[config.mk]
export PLATFORM = sky130hd
export DESIGN_NAME = pclb_front
export DESIGN_NICKNAME = d
export VERILOG_FILES = /design/src/hdl/pclb_pkg.sv /design/src/hdl/pclb_front.sv
export SDC_FILE = /design/constraint.sdc
export NUM_CORES = 2
export LEC_CHECK = 0
export ABC_AREA = 1
export BUFFER_PORTS_ARGS = -buffer_cell sky130_fd_sc_hd__buf_2
export CAP_MARGIN = 25
export CORE_AREA = 2 2 339 341
export CTS_CLUSTER_SIZE = 40
export DETAILED_ROUTE_END_ITERATION = 8
export DIE_AREA = 0 0 341 343
export HOLD_SLACK_MARGIN = 0.05
export PLACE_DENSITY = 0.77
export SETUP_SLACK_MARGIN = 0.1
export SLEW_MARGIN = 20
export SYNTH_ARGS = -nofsm -noshare
export SYNTH_HDL_FRONTEND = slang
export SYNTH_SLANG_ARGS = --single-unit
export TNS_END_PERCENT = 20
[constraint.sdc]
create_clock -name clock -period 18.1 [get_ports clock]
set_clock_uncertainty 0.15 [all_clocks]
set_input_delay 1.81 -clock clock [delete_from_list [all_inputs] [get_ports clock]]
set_output_delay 1.81 -clock clock [all_outputs]
set_load 0.01 [all_outputs]
[src/hdl/pclb_pkg.sv]
package pclb_pkg;

   // Sizing of the particle and cell stores.
   localparam int MAX_PARTICLES = 1024;
   localparam int MAX_SIDE      = 64;
   localparam int CELLS         = MAX_SIDE * MAX_SIDE;
   localparam int CELL_AW       = $clog2(CELLS);
   localparam int ID_W          = $clog2(MAX_PARTICLES);
   localparam int CNT_W         = $clog2(MAX_PARTICLES + 1);
   localparam int COORD_W       = $clog2(MAX_SIDE);
   localparam int SIDE_W        = $clog2(MAX_SIDE + 1);

   // Queue between the front and back parts.
   localparam int Q_DEPTH = 4;
   localparam int QPTR_W  = $clog2(Q_DEPTH);
   localparam int QCNT_W  = $clog2(Q_DEPTH + 1);

   // Fixed field widths.
   localparam int POS_W      = 24;
   localparam int INV_W      = 32;
   localparam int GS_W       = 7;
   localparam int WRAP_W     = 4;
   localparam int QUERY_W    = 12;
   localparam int CELL_IDX_W = 12;
   localparam int PID_W      = 10;
   localparam int COUNT_W    = 11;
   localparam int LINK_W     = 10;
   localparam int CSR_W      = 32;
   localparam int CSR_AW     = 2;

   // Q16.8 times Q12.20 gives Q28.28; the integer part is the cell coordinate.
   localparam int PROD_W     = POS_W + INV_W;
   localparam int FRAC_SHIFT = 28;
   localparam int CELL_HI_W  = PROD_W - FRAC_SHIFT;

   // Register reset values.
   localparam logic [GS_W-1:0]   GRID_SIDE_RST   = GS_W'(64);
   localparam logic [INV_W-1:0]  INV_SPACING_RST = INV_W'(1048576);
   localparam logic [WRAP_W-1:0] WRAP_OFFSET_RST = '0;

   typedef enum logic [1:0] {
      OP_CLEAR     = 2'd0,
      OP_INSERT    = 2'd1,
      OP_READ_CELL = 2'd2,
      OP_READ_LINK = 2'd3
   } op_type;

   typedef enum logic [1:0] {
      STATUS_OK      = 2'd0,
      STATUS_CLAMPED = 2'd1,
      STATUS_FULL    = 2'd2
   } status_type;

   typedef enum logic [CSR_AW-1:0] {
      CSR_GRID_SIDE   = 2'd0,
      CSR_INV_SPACING = 2'd1,
      CSR_WRAP_OFFSET = 2'd2
   } csr_index_type;

   typedef enum logic [1:0] {
      BK_INIT,
      BK_IDLE,
      BK_EXEC,
      BK_CLEAR
   } back_state_type;

   typedef struct packed {
      op_type               op;
      logic [POS_W-1:0]     pos_x;
      logic [POS_W-1:0]     pos_y;
      logic [QUERY_W-1:0]   query_index;
   } req_type;

   typedef struct packed {
      logic [CELL_IDX_W-1:0] cell_index;
      logic [PID_W-1:0]      particle_id;
      logic [PID_W-1:0]      linked_after;
      logic                  has_predecessor;
      logic [COUNT_W-1:0]    count;
      logic [LINK_W-1:0]     link_value;
      logic                  link_valid;
      status_type            status;
   } rsp_type;

   typedef struct packed {
      logic [GS_W-1:0]   grid_side;
      logic [INV_W-1:0]  inv_spacing;
      logic [WRAP_W-1:0] wrap_offset;
   } cfg_type;

   // One classified word waiting for the back part.
   typedef struct packed {
      op_type              op;
      logic [CELL_AW-1:0]  cell_addr;
      logic [QUERY_W-1:0]  query;
      logic                clamped;
   } qentry_type;

   typedef struct packed {
      logic       valid;
      qentry_type entry;
   } push_type;

   typedef struct packed {
      logic              not_empty;
      logic [QCNT_W-1:0] count;
      qentry_type        head;
   } qstat_type;

   // Per-cell memory word.
   typedef struct packed {
      logic             head_valid;
      logic [ID_W-1:0]  head;
      logic [ID_W-1:0]  tail;
      logic [CNT_W-1:0] count;
   } cell_word_type;

   // Per-particle link word.
   typedef struct packed {
      logic            valid;
      logic [ID_W-1:0] next;
   } next_word_type;

endpackage

[src/hdl/pclb_front.sv]
module pclb_front (
   input  logic                clock,
   input  logic                reset,
   input  logic                start,
   input  pclb_pkg::req_type   req_data,
   input  pclb_pkg::cfg_type   cfg,
   input  pclb_pkg::qstat_type q_stat,
   input  logic                clearing,
   output logic                busy,
   output pclb_pkg::push_type  push
);
   import pclb_pkg::*;

   localparam int IF_W = QCNT_W + 1;

   logic                   accept;
   logic [IF_W-1:0]        inflight;
   logic [PROD_W-1:0]      prod_x;
   logic [PROD_W-1:0]      prod_y;
   logic                   s1_v_ff;
   op_type                 s1_op_ff;
   logic [QUERY_W-1:0]     s1_query_ff;
   logic [CELL_HI_W-1:0]   s1_x_ff;
   logic [CELL_HI_W-1:0]   s1_x_in;
   logic [CELL_HI_W-1:0]   s1_y_ff;
   logic [CELL_HI_W-1:0]   s1_y_in;
   logic [SIDE_W-1:0]      side;
   logic [COORD_W:0]       x_res;
   logic [COORD_W:0]       y_res;
   logic                   s2_v_ff;
   qentry_type             s2_entry_ff;
   qentry_type             s2_entry_in;

   // Adds the wrap offset and saturates to the last cell; the top bit flags saturation.
   function automatic logic [COORD_W:0] to_coord(
      input logic [CELL_HI_W-1:0] hi,
      input logic [WRAP_W-1:0]    wrap,
      input logic [SIDE_W-1:0]    sd
   );
      logic [CELL_HI_W:0] c;
      logic [CELL_HI_W:0] lim;
      c   = {1'b0, hi} + (CELL_HI_W + 1)'(wrap);
      lim = (CELL_HI_W + 1)'(sd) - (CELL_HI_W + 1)'(1);
      if (c > lim) begin
         return {1'b1, COORD_W'(lim)};
      end
      return {1'b0, COORD_W'(c)};
   endfunction

   // Every word in the two stages or in the queue holds a queue slot.
   assign inflight = IF_W'(s1_v_ff) + IF_W'(s2_v_ff) + IF_W'(q_stat.count);
   assign busy     = clearing || (inflight >= IF_W'(Q_DEPTH));
   assign accept   = start && !busy;

   // Stage one: the two position products.
   assign prod_x  = PROD_W'(req_data.pos_x) * PROD_W'(cfg.inv_spacing);
   assign prod_y  = PROD_W'(req_data.pos_y) * PROD_W'(cfg.inv_spacing);
   assign s1_x_in = prod_x[PROD_W-1:FRAC_SHIFT];
   assign s1_y_in = prod_y[PROD_W-1:FRAC_SHIFT];

   // Side in use: zero acts as one, oversize acts as the store side.
   always_comb begin
      if (cfg.grid_side == '0) begin
         side = SIDE_W'(1);
      end else if (int'(cfg.grid_side) > MAX_SIDE) begin
         side = SIDE_W'(MAX_SIDE);
      end else begin
         side = SIDE_W'(cfg.grid_side);
      end
   end

   // Stage two: clamp the coordinates and form the cell index.
   assign x_res = to_coord(s1_x_ff, cfg.wrap_offset, side);
   assign y_res = to_coord(s1_y_ff, cfg.wrap_offset, side);

   always_comb begin
      s2_entry_in.op        = s1_op_ff;
      s2_entry_in.query     = s1_query_ff;
      s2_entry_in.clamped   = x_res[COORD_W] || y_res[COORD_W];
      s2_entry_in.cell_addr = CELL_AW'(x_res[COORD_W-1:0]) * CELL_AW'(side)
                            + CELL_AW'(y_res[COORD_W-1:0]);
   end

   // Stage valid bits.
   always_ff @(posedge clock) begin
      if (reset) begin
         s1_v_ff <= 1'b0;
         s2_v_ff <= 1'b0;
      end else begin
         s1_v_ff <= accept;
         s2_v_ff <= s1_v_ff;
      end
   end

   // Stage payloads.
   always_ff @(posedge clock) begin
      if (accept) begin
         s1_op_ff    <= req_data.op;
         s1_query_ff <= req_data.query_index;
         s1_x_ff     <= s1_x_in;
         s1_y_ff     <= s1_y_in;
      end
      s2_entry_ff <= s2_entry_in;
   end

   assign push.valid = s2_v_ff;
   assign push.entry = s2_entry_ff;

endmodule

==> impl_metrics.ini <==
[min_path]
hold_depth = 0
worst_hold_path_type = flop to flop
hold_start = s1_query_ff[1]$_DFFE_PP_
whs_endpoint = push[2]$_DFF_P_

[route]
drt_pre_antenna_iters = 6
drc_errors = 0
drt_iter0_drc = 3373
wl_per_cell_um = 17.7
ant_nets = 0
vias = 44803
avgViaCountPerCell = 5.29
wl_mm = 150

[run]
drv_cap = 0

[cts]
clockBufferDepth = 2
insertion_delay_ns = 0.40
cts_resized = 0
htreeDepth = 3
cts_tree = built
cts.sinks = 99
clk_pin_slew_worst_paths_ns = 0.08
hold_buffers = 0
clock-root-buffer = clkbuf_16
numCtsBuffers = 9
post_cts_buffers = 0

[die]
core_um2 = 113000
chipWidth_um = 341
io_pins = 169
rows = 124
start_util = 0.497
die_h_um = 343
die_area_um2 = 117000

[sta]
fin_crit_ns = 9.30
clock.fmax_ghz = 0.107
max_slew_margin = 0.334
finalSetupViolCount = 0
tightest_slew_ns = 1.00
fin_setup_tns_ns = 0
drv_slew = 0
final-hold-violation-count = 0
finalCritPeriodShare = 0.514
rsz0062_at_grt = no

[logic_synthesis]
async_flop_share = 0
synth-edff-count = 70
postSynthAreaPerCell_um2 = 8.01
yosysSeqAreaShare = 0.0476
yosys_warnings = 0
synth-seq-cells = 99
netlist-cell-type-count = 57
synth_cells = 7036
synth_area_um2 = 56300
synth_ff_type = edfxtp_1

[setup_path]
crit_type = input port to flop
worstPathArrival_ns = 9.45
r2r_end = push[24]$_DFF_P_
slowest_stage = fa_1
path_max_fanout = 10
reg2reg_depth = 46
crit_top_cell = nand2_1
critPathMaxStageDelay_ns = 0.54
ff2ff_setup_slack_ns = 9.97
required_ns = 18.25
r2r-start = s1_x_ff[0]$_DFFE_PP_
critPathLaunchType = input port
crit_path_end_kind = flop

[global_routing]
grt_usage = 0.268
grt_pass1_vias = 48714
grt_max_degree = 71
antenna_found_initial = 8
grt-ovfl-total = 0
grt_pass1_wl_mm = 250

[final_layout]
multi_input_area_um2 = 45000
fillers = 10398
drive_gt1_frac = 0.0369
synthToLayoutAreaGrowth_pct = 3.84
seq_area_um2 = 2680
final_nets = 8881

[run_status]
status = completed

[placement]
hpwl_mm = 117
port_buffers = 140
gp_congestion = 0.977
final cells by class:
| cell class | count | share of cell area |
|---|---|---|
| tap | 1512 | 0.0323 |
| antenna | 3 | 0.000128 |
| clock inverter | 5 | 0.00150 |
| timing repair buffer | 175 | 0.0167 |
| multi-input combinational | 4641 | 0.769 |
| sequential | 99 | 0.0459 |
| inverter | 2027 | 0.130 |
| clock buffer | 10 | 0.00391 |
layout by cell type, fill, tap and decap left out, drive strengths merged, types with 29 or more instances in the layout:
cell type / netlist / final
edfxtp: 70 / 70
fa: 1339 / 1339
conb: 1 / 41
dfxtp: 29 / 29
nand3: 87 / 87
o21ai: 95 / 95
inv: 2027 / 2028
ha: 449 / 449
xor2: 81 / 81
nand2: 1889 / 1889
nor2: 229 / 229
xnor2: 34 / 34
buf: 52 / 175
a31oi: 37 / 37
nand4: 32 / 32
nor3: 42 / 42
a21oi: 189 / 189
synthesized netlist by cell type (11+ instances only):
cell type  number  area, um^2
a21oi_1       188         941
a31oi_1        37         231
buf_1          48         180
clkbuf_1      256         961
dfxtp_1        29         581
edfxtp_1       70        2100
fa_1         1339       26800
ha_1          449        5620
inv_1        2018        7570
nand2_1      1864        7000
nand2_2        14        87.6
nand2_4        11         124
nand3_1        80         400
nand4_1        32         200
nor2_1        219         822
nor3_1         39         195
nor4_1         16         100
o21a_1         22         165
o21ai_0        93         465
o21bai_1       12        90.1
xnor2_1        34         298
xor2_1         81         709
through the flow:
| stage | cells | util | hold WS [ns] | cell area, um^2 | setup slack [ns] |
|---|---|---|---|---|---|
| floorplan | 7076 | - | 0.173 | 56500 | 9.59 |
| global placement | 8453 | 0.513 | 0.174 | 58100 | 8.57 |
| detailed placement | 8453 | 0.513 | 0.178 | 58100 | 8.46 |
| CTS | 8468 | 0.516 | 0.194 | 58500 | 8.87 |
| global route | 8471 | 0.516 | 0.199 | 58500 | 8.17 |
| finish | 8472 | 0.516 | 0.191 | 58500 | 8.80 |
worst max path at each step:
| stage | startpoint | endpoint | slack [ns] | cells after the start |
|---|---|---|---|---|
| after floorplan | cfg[0] | push[24]$_DFF_P_ | 9.59 | 44 |
| after global placement | cfg[0] | push[24]$_DFF_P_ | 8.57 | 47 |
| after detailed placement | cfg[0] | push[24]$_DFF_P_ | 8.46 | 47 |
| after CTS | cfg[0] | push[24]$_DFF_P_ | 8.87 | 47 |
| after global routing | cfg[0] | push[24]$_DFF_P_ | 8.17 | 47 |
| final | cfg[0] | push[24]$_DFF_P_ | 8.80 | 47 |
layer usage:
metal	vias to the layer above	wire (um)	part of all wire	GRT usage
met3	411	13500	0.090	0.0452
met5	-	62	0.00041	0
met4	10	7240	0.048	0.113
met1	22397	59500	0.40	0.353
li1	19848	-	-	-
met2	2137	69700	0.46	0.441
registers in the layout, indices dropped and copies added (netlist names):
| register | flops |
|---|---|
| push | 27 |
| s1_v_ff | 1 |
| s1_y_ff | 28 |
| s1_query_ff | 12 |
| s2_v_ff | 1 |
| s1_x_ff | 28 |
| s1_op_ff | 2 |
worst max-delay path: cells and delay by family:
kind                       cells  cell delay, ns
AOI/OAI and AO/OA              5            0.87
xor gates and xnor gates       2            0.38
adders and majority gates      8            2.98
buffers and inverters         10            0.69
and+or+nand+nor               22            2.70
cell families (layout without fill, tap and decap cells):
kind of cell,count (synthesis),in the layout,synth area share
AOI/OAI and AO/OA,385,385,0.0383
xor gates and xnor gates,115,115,0.0179
adders and majority gates,1788,1788,0.576
buffers and inverters,2336,2217,0.156
DFF,99,99,0.0476
other,1,44,0.0000666
and+or+nand+nor,2312,2312,0.164
Power is left out: the tool's default activity adds up to more than one toggle a clock period on the data nets, which glitch-free logic cannot reach.
