### src/hdl/pclb_pkg.sv
package pclb_pkg;

   // Sizing of the particle and cell stores.
   localparam int MAX_PARTICLES = 1024;
   localparam int MAX_SIDE      = 64;
   localparam int CELLS         = MAX_SIDE * MAX_SIDE;
   localparam int CELL_AW       = $clog2(CELLS);
   localparam int ID_W          = $clog2(MAX_PARTICLES);
   localparam int CNT_W         = $clog2(MAX_PARTICLES + 1);
   localparam int COORD_W       = $clog2(MAX_SIDE);
   localparam int SIDE_W        = $clog2(MAX_SIDE + 1);

   // Queue between the front and back parts.
   localparam int Q_DEPTH = 4;
   localparam int QPTR_W  = $clog2(Q_DEPTH);
   localparam int QCNT_W  = $clog2(Q_DEPTH + 1);

   // Fixed field widths.
   localparam int POS_W      = 24;
   localparam int INV_W      = 32;
   localparam int GS_W       = 7;
   localparam int WRAP_W     = 4;
   localparam int QUERY_W    = 12;
   localparam int CELL_IDX_W = 12;
   localparam int PID_W      = 10;
   localparam int COUNT_W    = 11;
   localparam int LINK_W     = 10;
   localparam int CSR_W      = 32;
   localparam int CSR_AW     = 2;

   // Q16.8 times Q12.20 gives Q28.28; the integer part is the cell coordinate.
   localparam int PROD_W     = POS_W + INV_W;
   localparam int FRAC_SHIFT = 28;
   localparam int CELL_HI_W  = PROD_W - FRAC_SHIFT;

   // Register reset values.
   localparam logic [GS_W-1:0]   GRID_SIDE_RST   = GS_W'(64);
   localparam logic [INV_W-1:0]  INV_SPACING_RST = INV_W'(1048576);
   localparam logic [WRAP_W-1:0] WRAP_OFFSET_RST = '0;

   typedef enum logic [1:0] {
      OP_CLEAR     = 2'd0,
      OP_INSERT    = 2'd1,
      OP_READ_CELL = 2'd2,
      OP_READ_LINK = 2'd3
   } op_type;

   typedef enum logic [1:0] {
      STATUS_OK      = 2'd0,
      STATUS_CLAMPED = 2'd1,
      STATUS_FULL    = 2'd2
   } status_type;

   typedef enum logic [CSR_AW-1:0] {
      CSR_GRID_SIDE   = 2'd0,
      CSR_INV_SPACING = 2'd1,
      CSR_WRAP_OFFSET = 2'd2
   } csr_index_type;

   typedef enum logic [1:0] {
      BK_INIT,
      BK_IDLE,
      BK_EXEC,
      BK_CLEAR
   } back_state_type;

   typedef struct packed {
      op_type               op;
      logic [POS_W-1:0]     pos_x;
      logic [POS_W-1:0]     pos_y;
      logic [QUERY_W-1:0]   query_index;
   } req_type;

   typedef struct packed {
      logic [CELL_IDX_W-1:0] cell_index;
      logic [PID_W-1:0]      particle_id;
      logic [PID_W-1:0]      linked_after;
      logic                  has_predecessor;
      logic [COUNT_W-1:0]    count;
      logic [LINK_W-1:0]     link_value;
      logic                  link_valid;
      status_type            status;
   } rsp_type;

   typedef struct packed {
      logic [GS_W-1:0]   grid_side;
      logic [INV_W-1:0]  inv_spacing;
      logic [WRAP_W-1:0] wrap_offset;
   } cfg_type;

   // One classified word waiting for the back part.
   typedef struct packed {
      op_type              op;
      logic [CELL_AW-1:0]  cell_addr;
      logic [QUERY_W-1:0]  query;
      logic                clamped;
   } qentry_type;

   typedef struct packed {
      logic       valid;
      qentry_type entry;
   } push_type;

   typedef struct packed {
      logic              not_empty;
      logic [QCNT_W-1:0] count;
      qentry_type        head;
   } qstat_type;

   // Per-cell memory word.
   typedef struct packed {
      logic             head_valid;
      logic [ID_W-1:0]  head;
      logic [ID_W-1:0]  tail;
      logic [CNT_W-1:0] count;
   } cell_word_type;

   // Per-particle link word.
   typedef struct packed {
      logic            valid;
      logic [ID_W-1:0] next;
   } next_word_type;

endpackage

### src/hdl/pclb_queue.sv
module pclb_queue (
   input  logic                clock,
   input  logic                reset,
   input  pclb_pkg::push_type  push,
   input  logic                pop,
   output pclb_pkg::qstat_type q_stat
);
   import pclb_pkg::*;

   qentry_type        slots_ff [Q_DEPTH];
   logic [QPTR_W-1:0] wr_ptr_ff;
   logic [QPTR_W-1:0] wr_ptr_in;
   logic [QPTR_W-1:0] rd_ptr_ff;
   logic [QPTR_W-1:0] rd_ptr_in;
   logic [QCNT_W-1:0] count_ff;
   logic [QCNT_W-1:0] count_in;

   function automatic logic [QPTR_W-1:0] ptr_next(input logic [QPTR_W-1:0] p);
      if (p == QPTR_W'(Q_DEPTH - 1)) begin
         return '0;
      end
      return p + QPTR_W'(1);
   endfunction

   // Pointer and fill count update.
   always_comb begin
      wr_ptr_in = push.valid ? ptr_next(wr_ptr_ff) : wr_ptr_ff;
      rd_ptr_in = pop ? ptr_next(rd_ptr_ff) : rd_ptr_ff;
      count_in  = count_ff + QCNT_W'(push.valid) - QCNT_W'(pop);
   end

   always_ff @(posedge clock) begin
      if (reset) begin
         wr_ptr_ff <= '0;
         rd_ptr_ff <= '0;
         count_ff  <= '0;
      end else begin
         wr_ptr_ff <= wr_ptr_in;
         rd_ptr_ff <= rd_ptr_in;
         count_ff  <= count_in;
      end
   end

   // Slot storage.
   always_ff @(posedge clock) begin
      if (push.valid) begin
         slots_ff[wr_ptr_ff] <= push.entry;
      end
   end

   assign q_stat.not_empty = (count_ff != '0);
   assign q_stat.count     = count_ff;
   assign q_stat.head      = slots_ff[rd_ptr_ff];

   // The front part's slot accounting must never overfill the queue.
   a_no_overflow: assert property (@(posedge clock) disable iff (reset)
      push.valid |-> (count_ff < QCNT_W'(Q_DEPTH)))
      else $error("queue written while full");

   a_no_underflow: assert property (@(posedge clock) disable iff (reset)
      pop |-> (count_ff != '0))
      else $error("queue read while empty");

endmodule

### config.mk
export PLATFORM = sky130hd
export DESIGN_NAME = pclb_queue
export DESIGN_NICKNAME = d
export VERILOG_FILES = /design/src/hdl/pclb_pkg.sv /design/src/hdl/pclb_queue.sv
export SDC_FILE = /design/constraint.sdc
export NUM_CORES = 1
export LEC_CHECK = 0
export ABC_AREA = 0
export BUFFER_PORTS_ARGS = -buffer_cell sky130_fd_sc_hd__buf_2
export CAP_MARGIN = 25
export CORE_ASPECT_RATIO = 1.25
export CORE_UTILIZATION = 25
export DETAILED_ROUTE_END_ITERATION = 8
export SYNTH_ARGS = -nofsm -noshare
export SYNTH_HDL_FRONTEND = slang
export SYNTH_SLANG_ARGS = --single-unit
### constraint.sdc
create_clock -name clock -period 1.6 [get_ports clock]
set_input_delay 0.08 -clock clock [delete_from_list [all_inputs] [get_ports clock]]
set_output_delay 0.08 -clock clock [all_outputs]
set_load 0.02 [all_outputs]
==> results of run 1 <==
==> cell usage after synthesis <==
master	count	area share
a21oi_1	2	0.0023
and2_1	4	0.0057
buf_12	2	0.0091
buf_2	3	0.0034
buf_6	1	0.0026
dfxtp_1	9	0.041
edfxtp_1	108	0.74
fa_1	1	0.0046
ha_1	7	0.020
inv_1	5	0.0043
mux2i_1	2	0.0046
mux4_1	7	0.042
mux4_2	20	0.10
nand2b_1	2	0.0029
nor2_1	4	0.0034
nor2b_1	1	0.0014
or3_1	1	0.0014
or3b_2	2	0.0040
xnor3_1	1	0.0051
==> registers in the layout, summed over array words and instances (netlist names), named ones only <==
register   flops
slots_ff     108
count_ff       3
rd_ptr_ff      2
wr_ptr_ff      2
==> worst max-delay path by stage <==
stage	end	start	slack [ps]	cells after the start
2_1_floorplan	slots_ff[3][0]	wr_ptr_ff[0]	0.2	2
3_3_place_gp	slots_ff[0][8]	wr_ptr_ff[1]	50	3
3_5_place_dp	slots_ff[0][11]	wr_ptr_ff[0]	-30	3
4_1_cts	q_stat[21]	flop	-200	4
5_1_grt	q_stat[15]	flop	-230	4
6_report	q_stat[21]	flop	-160	4
==> cell type report <==
class                      count  area (µm²)
clock inverter                 9        58.8
tap                          220         275
multi-input combinational     54         883
sequential                   117        3430
clock buffer                  23         522
fill                        1631       10900
antenna                        1        2.50
timing repair buffer         103         897
inverter                       5        18.8
==> worst max-delay path, stage by stage, from the launching register on <==
cell	delay [ps]
dfxtp_4	370
buf_12	130
buf_12	130
mux4_2	500
buf_6	150
==> cells in the final DEF, fill, tap and decap left out, types with 3 or more instances in the layout <==
| master | n |
|---|---|
| buf_6 | 19 |
| buf_2 | 42 |
| buf_12 | 7 |
| inv_2 | 3 |
| dfxtp_1 | 7 |
| clkbuf_16 | 20 |
| ha_1 | 5 |
| mux4_2 | 25 |
| nor2_1 | 4 |
| buf_4 | 7 |
| dlygate4sd3_1 | 28 |
| inv_4 | 5 |
| edfxtp_1 | 108 |
==> cells by family after synthesis <==
| group | count (synthesis) |
|---|---|
| adders and majority gates | 8 |
| muxes | 29 |
| buffers and inverters | 11 |
| xor gates and xnor gates | 1 |
| DFF | 117 |
| and+or+nand+nor | 14 |
| AOI/OAI and AO/OA | 2 |
==> where the power goes <==
part	switching, mW	internal [mW]
combinational	0.468	0.506
clock	1.28	2.30
sequential	0.0536	3.50
==> per-layer routing <==
layer,routed length (µm),up-vias,part of all wire,track usage
met5,0,-,0,0
met4,146,0,0.018,0.0562
met3,295,10,0.037,0.0309
met2,4320,42,0.54,0.169
met1,3250,1097,0.41,0.102
li1,-,989,-,-
==> what timing repair did <==
item,4_1_cts,5_1_grt
endpoints found under the setup margin,55,55
buffers inserted,3,1
pin swaps,0,2
gates resized for setup,43,10
hold buffers,28,0
hold endpoints to repair,117,0
==> per-stage QoR <==
step                      hold WS [ps]   util  TNS [ps]  worst slack, ps
after detailed placement           300  0.296      -748            -29.7
after CTS                         25.0  0.357     -4250             -196
final                             47.2  0.358     -3380             -161
after global placement             292  0.296         0             47.5
after floorplan                    144      -         0            0.219
after global routing              72.4  0.358     -4950             -230
==> flow_metrics.py, run 1 <==
metrics = {
    "outcome": {
        "run_status": "finished with violations",
        "violations": "negative setup slack",
    },
    "floorplanning": {
        "start_util": 0.258,
        "die-area_um2": 18100,
        "fp.dieH_um": 150,
        "rows": 53,
        "boundaryPins": 62,
        "fp.dieW_um": 120,
        "core_region_area_um2": 17000,
    },
    "global_routing": {
        "grt_util_all_layers": 0.0967,
        "grt_max_degree": 28,
        "antenna_found_initial": 1,
        "grt-ovfl-total": 0,
        "grt_pass1_wl_um": 12500,
        "grt_pass1_vias": 2351,
    },
    "yosys": {
        "synthAdderAreaFrac": 0.0245,
        "synthMuxAreaShare": 0.149,
        "avgSynthCellArea_um2": 24.1,
        "synth-seq-area-share": 0.781,
        "syn_inst": 182,
        "synth-simple-area-share": 0.0188,
        "yosys_warnings": 0,
        "synth_xor_area_frac": 0.00514,
        "synth_area_um2": 4390,
        "synth_nets": 221,
        "synth_top_family_by_area": "multiplexers",
        "synth-compound-area-share": 0.00228,
        "synth_cell_types": 19,
        "synth_seq_cells": 117,
    },
    "drt": {
        "drtIter0Drc": 85,
        "first_pass_iters": 4,
        "routed_wl_um": 8020,
        "drcViolationCount": 0,
        "ant_nets": 0,
        "vias": 2138,
        "viasPerCell": 4.02,
        "wl_per_cell_um": 15.1,
    },
    "critical_path": {
        "endpoint_kind": "output pin",
        "arrival_ps": 1680,
        "ff2ff_path_depth": 8,
        "critPathKind": "flop to output pin",
        "worstSetupStartpointType": "flop",
        "r2r_start": "count_ff[0]",
        "regToRegSetupSlack_ps": 70,
        "cp_max_fo": 7,
        "crit_required_ps": 1520,
        "r2r-end": "count_ff[2]",
    },
    "sta": {
        "worst_slack_ps": -161,
        "skew_ps": 10.9,
        "tightest_slew_ps": 444,
        "drv_slew": 0,
        "maxSlewHeadroom": 0.704,
        "setup_viol": 27,
        "grt_setup_unrepaired": "yes",
        "period_needed_ps": 1760,
        "fmax_mhz": 568,
        "finalHoldViolations": 0,
        "fin_crit_sh": 1.10,
    },
    "finish": {
        "finish.net_count": 337,
        "syn_to_final_growth_pct": 38.8,
        "drive_above_1_share": 0.463,
        "fin_cells": 532,
        "final_area_um2": 6090,
    },
    "placed_design": {
        "postPlaceCellArea_um2": 5030,
        "port_buffers": 61,
        "place_inst": 467,
        "dpl.hpwl_um": 5120,
        "gp_congestion": 0.683,
    },
    "pwr": {
        "power.density_nw_per_um2": 1330,
        "p_total_mw": 8.11,
        "leakagePower_nw": 2.15,
        "ir_drop_mv": 0.681,
    },
    "clocking": {
        "clock_latency_ps": 400,
        "clkSinkCount": 117,
        "htreeDepth": 4,
        "cts_tree": "done",
        "clk_pin_slew_worst_paths_ps": 60,
        "clockRootBuffer": "clkbuf_16",
        "cts_made_buffers": 17,
        "clockBufferDepth": 2,
    },
    "worst_hold_path": {
        "hp-class": "primary input to flop",
        "whs_path_depth": 3,
        "min-delay-start": "pop",
    },
    "flow_run": {
        "drv_cap": 0,
    },
}
(Power assumes the default switching activity.)
==> run 2, diff against run 1 <==
--- a/config.mk
+++ b/config.mk
@@ -8,9 +8,12 @@
 export ABC_AREA = 0
 export BUFFER_PORTS_ARGS = -buffer_cell sky130_fd_sc_hd__buf_2
 export CAP_MARGIN = 25
+export CELL_PAD_IN_SITES_DETAIL_PLACEMENT = 1
+export CELL_PAD_IN_SITES_GLOBAL_PLACEMENT = 1
 export CORE_ASPECT_RATIO = 1.25
 export CORE_UTILIZATION = 25
 export DETAILED_ROUTE_END_ITERATION = 8
+export PLACE_DENSITY_LB_ADDON = 0.1
 export SYNTH_ARGS = -nofsm -noshare
 export SYNTH_HDL_FRONTEND = slang
 export SYNTH_SLANG_ARGS = --single-unit
==> constraint.sdc (replaced) <==
create_clock -name clock -period 1.44 [get_ports clock]
set_input_delay 0.072 -clock clock [delete_from_list [all_inputs] [get_ports clock]]
set_output_delay 0.072 -clock clock [all_outputs]
set_load 0.02 [all_outputs]
==> run 2 against run 1 <==
Compared with the run above: the run still ends with negative setup slack left; via count increased by 3.1%; non-clock buffer count increased by 1; first-iteration DRC count increased by 120%; sequential share of layout area decreased by 0.098 points; count of clock-buffer cells in the layout increased by 6; clock skew decreased by 5.0 ps; power increased by 12%; combinational power increased by 13%; sequential power increased by 12%; worst hold slack improved by 4.6 ps; largest power group unchanged.
==> flow_metrics.py, run 2 (same netlist as run 1, synthesis figures left out) <==
metrics = {
    "global_routing": {
        "grtUsageMet3": 0.0400,
        "use_met2": 0.181,
        "top_usage_layer": "met2",
        "grt-ovfl-total": 0,
        "met1_usage": 0.128,
        "grt_util_all_layers": 0.112,
        "antenna_found_initial": 0,
        "grt_pass1_wl_um": 14100,
        "grt_pass1_vias": 2467,
        "grt_max_degree": 28,
    },
    "finish": {
        "drive_above_1_share": 0.452,
        "regMostFlops": "slots_ff",
        "syn_to_final_growth_pct": 39.1,
        "mostFrequentLayoutCells": "108 x edfxtp_1, 49 x buf_2, 28 x dlygate4sd3_1, 23 x mux4_2, 17 x clkbuf_16",
        "finish.net_count": 338,
        "final_common_cell": "edfxtp_1",
        "fillers": 1703,
        "fin_cells": 532,
        "regArea_um2": 3430,
        "largest_reg_flops": 108,
        "num_antenna_cells": 0,
        "post-route-util": 0.359,
        "reg_top3": "slots_ff x108, count_ff x3",
        "multi_input_area_um2": 903,
    },
    "drt": {
        "vias": 2205,
        "wl_per_cell_um": 17.0,
        "drcViolationCount": 0,
        "first_pass_iters": 4,
        "ant_nets": 0,
        "drtIter0Drc": 185,
        "routed_wl_um": 9030,
        "viasPerCell": 4.14,
    },
    "pwr": {
        "ir_drop_mv": 0.684,
        "p_total_mw": 9.10,
        "leakagePower_nw": 2.15,
        "power.density_nw_per_um2": 1490,
    },
    "outcome": {
        "run_status": "finished with violations",
        "violations": "negative setup slack",
    },
    "clocking": {
        "clockBufferDepth": 2,
        "clockRootBuffer": "clkbuf_16",
        "cts_made_buffers": 17,
        "clk_pin_slew_worst_paths_ps": 50,
        "htreeDepth": 4,
        "clkSinkCount": 117,
        "cts_tree": "done",
        "clock_latency_ps": 410,
    },
    "sta": {
        "fin_crit_sh": 1.22,
        "tightest_slew_ps": 222,
        "drv_slew": 0,
        "setup_viol": 28,
        "period_needed_ps": 1760,
        "fmax_mhz": 569,
        "skew_ps": 5.94,
        "maxSlewHeadroom": 0.852,
        "worst_slack_ps": -316,
        "grt_setup_unrepaired": "yes",
        "whs_ps": 51.9,
        "finalHoldViolations": 0,
    },
    "critical_path": {
        "worstSetupStartpointType": "flop",
        "critPathSlowestCell": "mux4_1",
        "crit_buf_inv": 2,
        "cp_top_family": "multiplexers",
        "crit_required_ps": 1370,
        "slowest_delay_ps": 540,
        "cp_max_fo": 9,
        "arrival_ps": 1680,
        "endpoint_kind": "output pin",
        "crit_chain": "buf_12 -> mux4_1 -> buf_2",
        "critPathKind": "flop to output pin",
    },
    "placed_design": {
        "dpl.hpwl_um": 5400,
        "gp_congestion": 0.609,
        "port_buffers": 61,
        "place_inst": 469,
    },
    "floorplanning": {
        "die-area_um2": 18100,
        "fp.dieW_um": 120,
        "start_util": 0.258,
        "boundaryPins": 62,
        "fp.dieH_um": 150,
        "rows": 53,
        "core_region_area_um2": 17000,
    },
    "flow_run": {
        "drv_cap": 0,
    },
    "worst_hold_path": {
        "hp-class": "primary input to flop",
    },
}
[run 2: what timing repair did]
item | CTS | global route
resized for setup | 24 | 8
setup buffers | 2 | 1
endpoints found under the setup margin | 29 | 30
hold buffers | 28 | 0
pin swaps | 1 | 0
endpoints found under the hold margin | 117 | 0
[run 2: cell type report]
type                    instances  area share
inverters                       5     0.00349
well taps                     220      0.0451
clock buffers                  29      0.0886
repair buffers                104       0.146
multi-input cells              54       0.148
clock inverters                 3     0.00656
flip-flops and latches        117       0.562
[run 2: power breakdown]
part | internal, mW | switching (mW) | total [mW]
Sequential | 3.89 | 0.0679 | 3.96
Clock | 2.69 | 1.36 | 4.05
Combinational | 0.564 | 0.531 | 1.10
Total | 7.14 | 1.96 | 9.10
[run 2: stage by stage]
stage | TNS [ps] | area (µm²) | worst slack, ps
final | -7410 | 6100 | -316
after global routing | -9210 | 6100 | -393
after CTS | -8430 | 6080 | -379
after detailed placement | -95.6 | 5140 | -94.4
after global placement | -85.2 | 5140 | -85.2
after floorplan | -103 | 4420 | -96.7
[run 2: per-layer routing]
layer  vias to the layer above  wire, µm
met5                         -         0
met4                         0       189
met3                        14       410
met2                        54      4490
met1                      1141      3930
li1                        996         -
[run 2: worst paths after layout]
check                  to    startpoint  slack [ps]  cells past startpoint
min reg2reg          flop  rd_ptr_ff[0]         540                      2
min          wr_ptr_ff[1]      push[27]          50                      3
max reg2reg   count_ff[2]   count_ff[0]           0                      8
max             q_stat[1]          flop        -320                      3
[run 2: worst min-delay path: cells and delay by family]
kind	cells	cell delay [ps]
buffers and inverters	1	180
muxes	1	100
and+or+nand+nor	1	70
==> run 3, diff against run 2 <==
--- a/config.mk
+++ b/config.mk
@@ -6,12 +6,12 @@
 export NUM_CORES = 1
 export LEC_CHECK = 0
 export ABC_AREA = 0
-export BUFFER_PORTS_ARGS = -buffer_cell sky130_fd_sc_hd__buf_2
+export BUFFER_PORTS_ARGS = -buffer_cell sky130_fd_sc_hd__buf_4
 export CAP_MARGIN = 25
 export CELL_PAD_IN_SITES_DETAIL_PLACEMENT = 1
 export CELL_PAD_IN_SITES_GLOBAL_PLACEMENT = 1
 export CORE_ASPECT_RATIO = 1.25
-export CORE_UTILIZATION = 25
+export CORE_UTILIZATION = 44
 export DETAILED_ROUTE_END_ITERATION = 8
 export PLACE_DENSITY_LB_ADDON = 0.1
 export SYNTH_ARGS = -nofsm -noshare
==> run 3 against run 2 <==
Compared with the run above: the flow still finishes with violations (negative setup slack); critical path depth unchanged; critical endpoint is now q_stat[25]; combinational power up 9%; largest power group is now registers; global-route usage up 6.9 points.
==> flow_metrics.py, run 3 (same netlist as run 1, synthesis figures left out) <==
metrics = {
    "global_routing": {
        "grt_util_all_layers": 0.181,
        "grt-ovfl-total": 0,
        "grt_pass1_vias": 2445,
        "antenna_found_initial": 0,
        "grt_max_degree": 22,
        "grt_pass1_wl_um": 13200,
    },
    "clocking": {
        "clockBufferDepth": 2,
        "clockRootBuffer": "clkbuf_16",
        "cts_made_buffers": 17,
        "clkSinkCount": 117,
        "cts_tree": "done",
        "clock_latency_ps": 400,
        "post_cts_buffers": 0,
        "htreeDepth": 4,
        "clk_pin_slew_worst_paths_ps": 50,
    },
    "floorplanning": {
        "start_util": 0.454,
        "die-area_um2": 10400,
        "fp.dieW_um": 91.3,
        "boundaryPins": 62,
        "rows": 40,
        "core_region_area_um2": 9660,
        "fp.dieH_um": 114,
    },
    "drt": {
        "wl_met2_um": 4470,
        "highest_layer": "met4",
        "routed-wl-met3_um": 299,
        "ant_nets": 0,
        "drcViolationCount": 0,
        "vias": 2191,
        "first_pass_iters": 4,
        "viasPerCell": 5.01,
        "wl_met1_um": 3480,
        "drtIter0Drc": 70,
        "routed_wl_um": 8370,
        "wl_per_cell_um": 19.1,
    },
    "sta": {
        "maxSlewHeadroom": 0.854,
        "finalHoldViolations": 0,
        "fmax_mhz": 581,
        "drv_slew": 0,
        "setup_viol": 28,
        "tightest_slew_ps": 218,
        "period_needed_ps": 1720,
        "fin_crit_sh": 1.19,
        "worst_slack_ps": -280,
        "grt_setup_unrepaired": "yes",
        "skew_ps": 5.65,
    },
    "finish": {
        "largest_reg_flops": 108,
        "reg_top3": "slots_ff x108, count_ff x3",
        "multi_input_area_um2": 883,
        "final_common_cell": "edfxtp_1",
        "syn_to_final_growth_pct": 39.1,
        "regArea_um2": 3430,
        "fillers": 815,
        "mostFrequentLayoutCells": "108 x edfxtp_1, 37 x buf_4, 28 x dlygate4sd3_1, 28 x buf_6, 27 x mux4_2",
        "drive_above_1_share": 0.444,
        "regMostFlops": "slots_ff",
        "finish.net_count": 338,
        "num_antenna_cells": 0,
        "final_area_um2": 6100,
    },
    "critical_path": {
        "critPathKind": "flop to output pin",
        "crit_required_ps": 1370,
        "worstSetupStartpointType": "flop",
        "cp_max_fo": 5,
        "endpoint_kind": "output pin",
        "arrival_ps": 1650,
    },
    "placed_design": {
        "postPlaceCellArea_um2": 5200,
        "port_buffers": 61,
        "gp_congestion": 0.645,
        "dpl.hpwl_um": 5010,
    },
    "outcome": {
        "run_status": "finished with violations",
        "violations": "negative setup slack",
    },
    "pwr": {
        "power.density_nw_per_um2": 1440,
        "p_total_mw": 8.78,
        "ir_drop_mv": 0.836,
        "leakagePower_nw": 2.17,
    },
    "worst_hold_path": {
        "hp-class": "primary input to flop",
    },
    "flow_run": {
        "drv_cap": 0,
    },
}
run 3: changes by cell type in the layout (fill, tap and decap cells not counted), moves of 4 or more:
cell	change
buf_2	-49
buf_4	+32
buf_6	+15
clkbuf_8	-7
clkinv_1	+4
mux4_1	-4
mux4_2	+4
run 3: repair_timing:
item,in CTS,in global routing
cloned,1,0
hold buffers,28,0
resized for setup,38,0
hold endpoints to repair,117,0
pin swaps,2,0
setup endpoints to repair,29,29
run 3: cell type report:
cell class                 count  share of cell area
inverter                       5             0.00308
clock inverter                 8             0.00985
tap                          126              0.0258
timing repair buffer         104               0.181
sequential                   117               0.562
clock buffer                  23              0.0734
multi-input combinational     54               0.145
run 3: final timing paths:
path           startpoint            to  slack (ps)  cells past startpoint
min              push[27]  wr_ptr_ff[1]          20                      3
max                  flop    q_stat[25]        -280                      3
min reg2reg  rd_ptr_ff[0]          flop         530                      2
max reg2reg   count_ff[0]   count_ff[2]         -10                      8
run 3: stage by stage:
step | worst slack, ps | util | hold WS [ps] | instances | setup TNS (ps)
after floorplan | -96.7 | - | 134 | 182 | -103
final | -280 | 0.631 | 15.8 | 437 | -7100
after global placement | -66.7 | 0.538 | 273 | 377 | -66.7
after detailed placement | -97.0 | 0.538 | 276 | 377 | -100
after CTS | -324 | 0.631 | 11.6 | 437 | -8150
after global routing | -342 | 0.631 | 31.7 | 437 | -8700
run 3: worst max-delay path, cell delays in order (launching register included):
cell and delay, ps:
dfxtp_4 410, buf_6 160, mux4_2 530, buf_6 150
run 3: report_power, final:
part / switching, mW / total, mW / internal [mW]
Sequential: 0.0736 / 3.96 / 3.89
Clock: 1.29 / 3.61 / 2.32
Combinational: 0.536 / 1.20 / 0.665
Total: 1.90 / 8.78 / 6.87
run 3: routing by layer:
layer | vias to the layer above | track usage
met5 | - | 0
met4 | 0 | 0.0762
met3 | 9 | 0.0533
met2 | 54 | 0.311
met1 | 1144 | 0.212
li1 | 984 | -
